--- config.mk ---
export PLATFORM = sky130hd
export DESIGN_NAME = txc_ctrl
export DESIGN_NICKNAME = d
export VERILOG_FILES = /design/src/txc_pkg.sv /design/src/txc_ctrl.sv
export SDC_FILE = /design/constraint.sdc
export NUM_CORES = 1
export LEC_CHECK = 0
export CORE_AREA = 2 2 39 41
export CTS_CLUSTER_DIAMETER = 120
export CTS_CLUSTER_SIZE = 30
export DETAILED_ROUTE_END_ITERATION = 12
export DIE_AREA = 0 0 41 43
export DONT_BUFFER_PORTS = 1
export RECOVER_POWER = 25
export SLEW_MARGIN = 10
export SYNTH_ARGS = -nofsm -noshare
export SYNTH_HDL_FRONTEND = slang
export SYNTH_SLANG_ARGS = --single-unit
--- constraint.sdc ---
create_clock -name clock -period 2.9 [get_ports clock]
set_clock_uncertainty 0.05 [all_clocks]
set_input_delay 0.725 -clock clock [delete_from_list [all_inputs] [get_ports clock]]
set_output_delay 0.725 -clock clock [all_outputs]
set_load 0.005 [all_outputs]
--- src/txc_pkg.sv ---
`timescale 1ns / 1ps

package txc_pkg;

   // screen geometry defaults
   localparam int COLS_DEFAULT = 80;
   localparam int ROWS_DEFAULT = 25;

   localparam logic [7:0] NEWLINE_CODE       = 8'd10;
   localparam logic [7:0] DEFAULT_ATTR_RESET = 8'd15;

   // item kinds
   localparam logic KIND_PUT  = 1'b0;
   localparam logic KIND_READ = 1'b1;

   typedef struct packed {
      logic       kind;
      logic [7:0] character;
      logic       use_cursor;
      logic [6:0] col;
      logic [4:0] row;
      logic [7:0] attribute;
   } req_item_type;

   typedef struct packed {
      logic [11:0] cursor_byte_pos;
      logic [7:0]  read_char;
      logic [7:0]  read_attr;
   } rsp_item_type;

   typedef logic [7:0] csr_data_type;

   // controller to datapath
   typedef struct packed {
      logic accept;
      logic commit;
      logic load_rsp;
      logic clear_step;
      logic scroll_step;
      logic sweep_rst;
   } ctrl_cmd_type;

   // datapath to controller
   typedef struct packed {
      logic is_read;
      logic wrap;
      logic clear_last;
      logic scroll_last;
      logic rsp_free;
   } dp_status_type;

endpackage

--- src/txc_ctrl.sv ---
`timescale 1ns / 1ps

module txc_ctrl (
   input  logic                   clock,
   input  logic                   reset,
   input  logic                   req_valid,
   output logic                   req_ready,
   input  txc_pkg::dp_status_type status,
   output txc_pkg::ctrl_cmd_type  cmd
);

   typedef enum logic [2:0] {
      ST_CLEAR,
      ST_IDLE,
      ST_EXEC,
      ST_SCROLL,
      ST_DONE
   } state_type;

   state_type state_ff, state_in;
   logic      req_ready_ff;

   always_comb begin
      state_in = state_ff;
      cmd      = '0;
      case (state_ff)
         ST_CLEAR: begin
            cmd.clear_step = 1'b1;
            if (status.clear_last) begin
               cmd.sweep_rst = 1'b1;
               state_in      = ST_IDLE;
            end
         end
         ST_IDLE: begin
            if (req_valid && req_ready_ff) begin
               cmd.accept = 1'b1;
               state_in   = ST_EXEC;
            end
         end
         ST_EXEC: begin
            if (status.is_read) begin
               if (status.rsp_free) begin
                  cmd.load_rsp = 1'b1;
                  state_in     = ST_IDLE;
               end else begin
                  state_in = ST_DONE;
               end
            end else begin
               cmd.commit = 1'b1;
               if (status.wrap) begin
                  cmd.sweep_rst = 1'b1;
                  state_in      = ST_SCROLL;
               end else if (status.rsp_free) begin
                  cmd.load_rsp = 1'b1;
                  state_in     = ST_IDLE;
               end else begin
                  state_in = ST_DONE;
               end
            end
         end
         ST_SCROLL: begin
            cmd.scroll_step = 1'b1;
            if (status.scroll_last) begin
               state_in = ST_DONE;
            end
         end
         ST_DONE: begin
            if (status.rsp_free) begin
               cmd.load_rsp = 1'b1;
               state_in     = ST_IDLE;
            end
         end
         default: begin
            state_in = ST_CLEAR;
         end
      endcase
   end

   always_ff @(posedge clock) begin
      if (reset) begin
         state_ff     <= ST_CLEAR;
         req_ready_ff <= 1'b0;
      end else begin
         state_ff     <= state_in;
         req_ready_ff <= (state_in == ST_IDLE);
      end
   end

   assign req_ready = req_ready_ff;

endmodule

==> impl_metrics.tcl, run 1 <==
set metrics [dict create \
    cts_buffers 3 \
    setup_viol 0 \
    design.die.area_mm2 0.00176 \
    tns_ns 0 \
    vias 300 \
    synth.area.mux_share_pct 2.86 \
    fmax_ghz 0.451 \
    cts_tree "built" \
    core_area_mm2 0.00138 \
    synth_compound_area_share_pct 21.4 \
    post-dp-hpwl_um 610 \
    netlist_top_cells_area "dfxtp_1 (23%), buf_6 (6.4%), nor2b_2 (5.0%), nor3_1 (4.3%), a311oi_2 (4.3%)" \
    synth_top_family_by_area "simple AND/OR/NAND/NOR gates" \
    drive_gt1_share_pct 22.0 \
    place_ws_ns 0.821 \
    drc_errors 0 \
    wl_per_cell_um 13.5 \
    globalplace.congestion 0.707 \
    worstSkewPairLatency_ns 0.23 \
    ys_seq_elements 4 \
    yosys_warnings 0 \
    synth-seq-area-share_pct 22.9 \
    worst_pin_slew_ns 0.484 \
    synth.distinct_cells 27 \
    synth_top_cell_area_share_pct 22.9 \
    synth_cells 41 \
    fin_nets 51 \
    cts_root_buffer "clkbuf_4" \
    syn2layout_area_growth_pct 3.57 \
    avgViaCountPerCell 5.26 \
    port_buffers 0 \
    setup_slack_ns 0.682 \
    worstPathRequired_ns 2.12 \
    hold_buffers 0 \
    end_kind "output port" \
    first_iter_violations 4 \
    grt_pass1_wl_um 1140 \
    synthAdderAreaFrac_pct 0 \
    die_h_um 43 \
    synth-simple-area-share_pct 42.9 \
    status "completed" \
    criticalPathCategory "reg2out" \
    yosys.area.top_type "dfxtp_1" \
    grt.total_usage_pct 9.74 \
    die_x_um 41 \
    grt_overflow_total 0 \
    synthesis.area_um2 350 \
    rows 14 \
    critPathMaxFanout 11 \
    start_util_pct 25.3 \
    syn-mean-instance-area_um2 8.54 \
    relSlewSlack_pct 67.7 \
    cts_num_sinks 4 \
    synth_xor_xnor_area_share_pct 0 \
    arrival_ns 1.44 \
    grt_pass1_vias 278 \
    cts_resized 0 \
    drv_slew 0 \
    antenna_found_initial 0 \
    num_io_pins 15 \
    drtPass1Iterations 2 \
    fin_crit_ns 2.22 \
    p_per_area_mw_per_mm2 592 \
    cts_setup_buffers 0 \
    htree_levels 1 \
    power_leakage_nw 0.130 \
    diodes 0 \
    synth_nets 49 \
    ant_nets 0 \
    irDropWorstVdd_uv 98.7 \
    path_clk_slew_ns 0.04 \
    rsz0062_at_grt "false" \
    grt_max_degree 15 \
    hold_viol 0 \
    clockBufferDepth 2 \
    hold_class "in2reg" \
    fin_crit_sh_pct 76.5 \
    start_kind "flop" \
    wl_um 767 \
    maxCapViolCount 0 \
]
-- sequential cells by signal, indices dropped and copies added, names as in the netlist --
name	cells
req_ready	1
state_ff	3
-- critical path: stages (launching register included) --
cell,delay [ns]
dfxtp_1,0.52
nor2b_2,0.30
a21oi_1,0.13
nor3b_1,0.26
-- report_power, final --
part | switching [mW] | leakage, nW | total, mW | internal, mW
registers | 0.0212 | 0.0329 | 0.0853 | 0.0641
logic | 0.0294 | 0.0835 | 0.0613 | 0.0319
clock network | 0.0220 | 0.0138 | 0.0682 | 0.0462
total | 0.0726 | 0.130 | 0.215 | 0.142
-- cells in the final DEF (no fill, tap or decap) --
cell	netlist	final
and2b_2	1	1
inv_1	2	2
o211a_1	1	1
clkbuf_4	0	3
and2_1	1	1
nor3_1	3	3
nand2_1	3	3
o31ai_2	1	1
nor2b_2	2	1
nor3b_1	2	2
nor2_1	1	1
a21oi_1	2	2
nand3_1	1	1
o211ai_1	1	1
dfxtp_1	4	4
nor4_2	1	1
nor2b_1	2	3
or2_1	1	1
o21ai_0	1	1
a2bb2oi_1	1	1
nand2b_1	2	2
a311oi_2	1	1
a31oi_1	1	1
and3b_1	1	1
mux2i_1	1	1
nor4b_2	1	1
-- per-layer routing --
layer | up-vias | global-route usage (%) | wire, um
li1 | 149 | - | -
met5 | - | 0 | 0
met2 | 8 | 15.0 | 442
met1 | 143 | 9.32 | 253
met3 | 0 | 4.19 | 72
met4 | 0 | 8.00 | 0
-- cells in the mapped netlist --
| master | instances |
|---|---|
| mux2i_1 | 1 |
| buf_6 | 2 |
| nor3b_1 | 2 |
| inv_1 | 2 |
| nor4_2 | 1 |
| nor3_1 | 3 |
| or2_1 | 1 |
| and2b_2 | 1 |
| nor2_1 | 1 |
| o21ai_0 | 1 |
| buf_2 | 1 |
| dfxtp_1 | 4 |
| a21oi_1 | 2 |
| o211ai_1 | 1 |
| and3b_1 | 1 |
| a2bb2oi_1 | 1 |
| nand3_1 | 1 |
| o31ai_2 | 1 |
| o211a_1 | 1 |
| a31oi_1 | 1 |
| nor2b_1 | 2 |
| nor4b_2 | 1 |
| nand2_1 | 3 |
| a311oi_2 | 1 |
| nor2b_2 | 2 |
| nand2b_1 | 2 |
| and2_1 | 1 |
-- logic make-up after synthesis --
| kind of cell | after synthesis |
|---|---|
| flops | 4 |
| mux | 1 |
| buf+inv | 5 |
| simple gates | 22 |
| compound gates | 9 |
-- cell type report --
type,count,area [um2]
fill,159,1020
tap,16,20.0
inverter,2,7.51
clock buffer,3,22.5
multi-input combinational,32,233
sequential,4,80.1
-- stage by stage --
step	util [%]	area (um2)	hold WS, ns	cells	power, mW
floorplan	-	350	0.623	41	0.142
CTS	26.4	365	0.627	57	0.220
finish	26.2	363	0.638	57	0.215
detailed placement	24.8	343	0.687	54	0.149
global route	26.2	363	0.638	57	0.227
global placement	24.8	343	0.686	54	0.148
-- worst paths after layout --
kind | start | to | slack (ns) | cells after the start
max | state_ff[1]$_SDFF_PP0_ | cmd[3] | 0.68 | 3
min | reset | state_ff[1]$_SDFF_PP0_ | 0.64 | 1
max reg2reg | state_ff[0]$_SDFF_PP0_ | req_ready$_SDFF_PP0_ | 1.28 | 4
min reg2reg | state_ff[2]$_SDFF_PP0_ | state_ff[1]$_SDFF_PP0_ | 0.69 | 2
Power figures use the tool's default switching activity.
==> run 2: changes to the inputs <==
Clock period 2.9 ns to 2 ns, I/O delays scaled along.
==> run 2 against run 1 <==
Net effect:
- count of clock-buffer cells in the layout did not move
- die area did not move
- critical path type unchanged
- combinational power rose by 41%
- register-to-register slack got worse by 0.79 ns
- clock power rose by 50%
- utilization fell by 0.18 points
- critical endpoint unchanged
- global-route usage rose by 0.30 points
- first-iteration DRC count fell by 25%
==> impl_metrics.tcl, run 2 (synthesized netlist as in run 1, its figures left out) <==
set metrics [dict create \
    syn2layout_area_growth_pct 2.86 \
    registers.top_by_ff_count "state_ff" \
    fin_nets 51 \
    worst_pin_slew_ns 0.431 \
    fin_cells 57 \
    end_kind "output port" \
    drtPass1Iterations 4 \
    cts_setup_buffers 0 \
    holdPathEnd "state_ff[1]$_SDFF_PP0_" \
    first_iter_violations 3 \
    tns_ns 0 \
    grt_overflow_total 0 \
    reg2reg_slack_ns 0.49 \
    hold_viol 0 \
    start_kind "flop" \
    path_clk_slew_ns 0.03 \
    diodes 0 \
    hold_buffers 0 \
    rr_worst_depth 4 \
    r2r_end "req_ready$_SDFF_PP0_" \
    place_inst 54 \
    drive_gt1_share_pct 24.4 \
    hold_class "in2reg" \
    worstPathRequired_ns 1.45 \
    antenna_found_initial 0 \
    design.die.area_mm2 0.00176 \
    die_x_um 41 \
    cts_buffers 3 \
    fin_crit_ns 1.82 \
    die_h_um 43 \
    grt_max_degree 15 \
    maxCapViolCount 0 \
    r2r_start "state_ff[0]$_SDFF_PP0_" \
    grt_pass1_wl_um 1150 \
    utilization_pct 26.0 \
    post-dp-hpwl_um 582 \
    fmax_ghz 0.550 \
    clockBufferDepth 2 \
    rows 14 \
    final_cell_mix "nor3_1 (3), nand2_1 (3), clkbuf_4 (3), dfxtp_1 (3)" \
    vias 302 \
    status "completed" \
    min_path_cells 1 \
    hp-start "reset" \
    wl_um 721 \
    critPathMaxFanout 11 \
    setup_viol 0 \
    largest_reg_flops 3 \
    ant_nets 0 \
    start_util_pct 25.3 \
    fin_crit_sh_pct 90.8 \
    criticalPathCategory "reg2out" \
    power_leakage_nw 0.130 \
    worstSkewPairLatency_ns 0.24 \
    irDropWorstVdd_uv 284 \
    grt_pass1_vias 291 \
    drc_errors 0 \
    htree_levels 1 \
    rsz0062_at_grt "false" \
    num_io_pins 15 \
    relSlewSlack_pct 71.3 \
    avgViaCountPerCell 5.30 \
    arrival_ns 1.27 \
    port_buffers 0 \
    grt.total_usage_pct 10.0 \
    timing.hold.ws_ns 0.408 \
    drv_slew 0 \
    cts_root_buffer "clkbuf_4" \
    wl_per_cell_um 12.6 \
    core_area_mm2 0.00138 \
    p_per_area_mw_per_mm2 859 \
    cts_tree "built" \
    globalplace.congestion 0.694 \
    cts_num_sinks 4 \
]
==> run 2: cell counts in the layout (fill, tap and decap cells not counted) <==
No cell type changed its count.
==> run 2: how the worst max path moves through the flow <==
stage,end,start
finish,cmd[3],state_ff[1]$_SDFF_PP0_
CTS,cmd[3],state_ff[1]$_SDFF_PP0_
global placement,cmd[3],state_ff[1]$_SDFF_PP0_
detailed placement,cmd[3],state_ff[1]$_SDFF_PP0_
floorplan,cmd[5],req_valid
global route,cmd[3],state_ff[1]$_SDFF_PP0_
==> run 2: routing by layer <==
metal	vias up	track usage [%]	share of wire, %
met5	-	0	0
met4	0	8.00	3.5
met3	4	4.71	10
met2	12	15.9	50
met1	137	9.00	36
li1	149	-	-
==> run 2: report_power, final <==
part           internal, mW  total (mW)  switching [mW]
clock network        0.0672       0.102          0.0346
registers            0.0936       0.121          0.0276
logic                0.0449      0.0866          0.0416
==> run 2: worst max-delay path, cell delays in order, from the launching register on <==
cell     delay [ns]
dfxtp_2        0.42
nor2b_2        0.24
a21oi_1        0.12
nor3b_1        0.25
==> run 2: repair_timing <==
item                                    4_1_cts  5_1_grt
resized for setup                             0        1
endpoints found under the hold margin         0        0
endpoints found under the setup margin        0        1
==> run 2: through the flow <==
stage / power (mW) / cell area, um2 / setup slack [ns]
2_1_floorplan: 0.206 / 350 / 0.512
3_3_place_gp: 0.213 / 343 / 0.337
3_5_place_dp: 0.214 / 343 / 0.303
4_1_cts: 0.318 / 365 / 0.0463
5_1_grt: 0.334 / 360 / 0.0462
6_report: 0.310 / 360 / 0.183
==> run 2: cell type report <==
class                           instances  area (um2)
Clock buffer                            3        22.5
Fill cell                             154        1020
Tap cell                               16        20.0
Sequential cell                         4        81.3
Inverter                                2        7.51
Multi-Input combinational cell         32         229
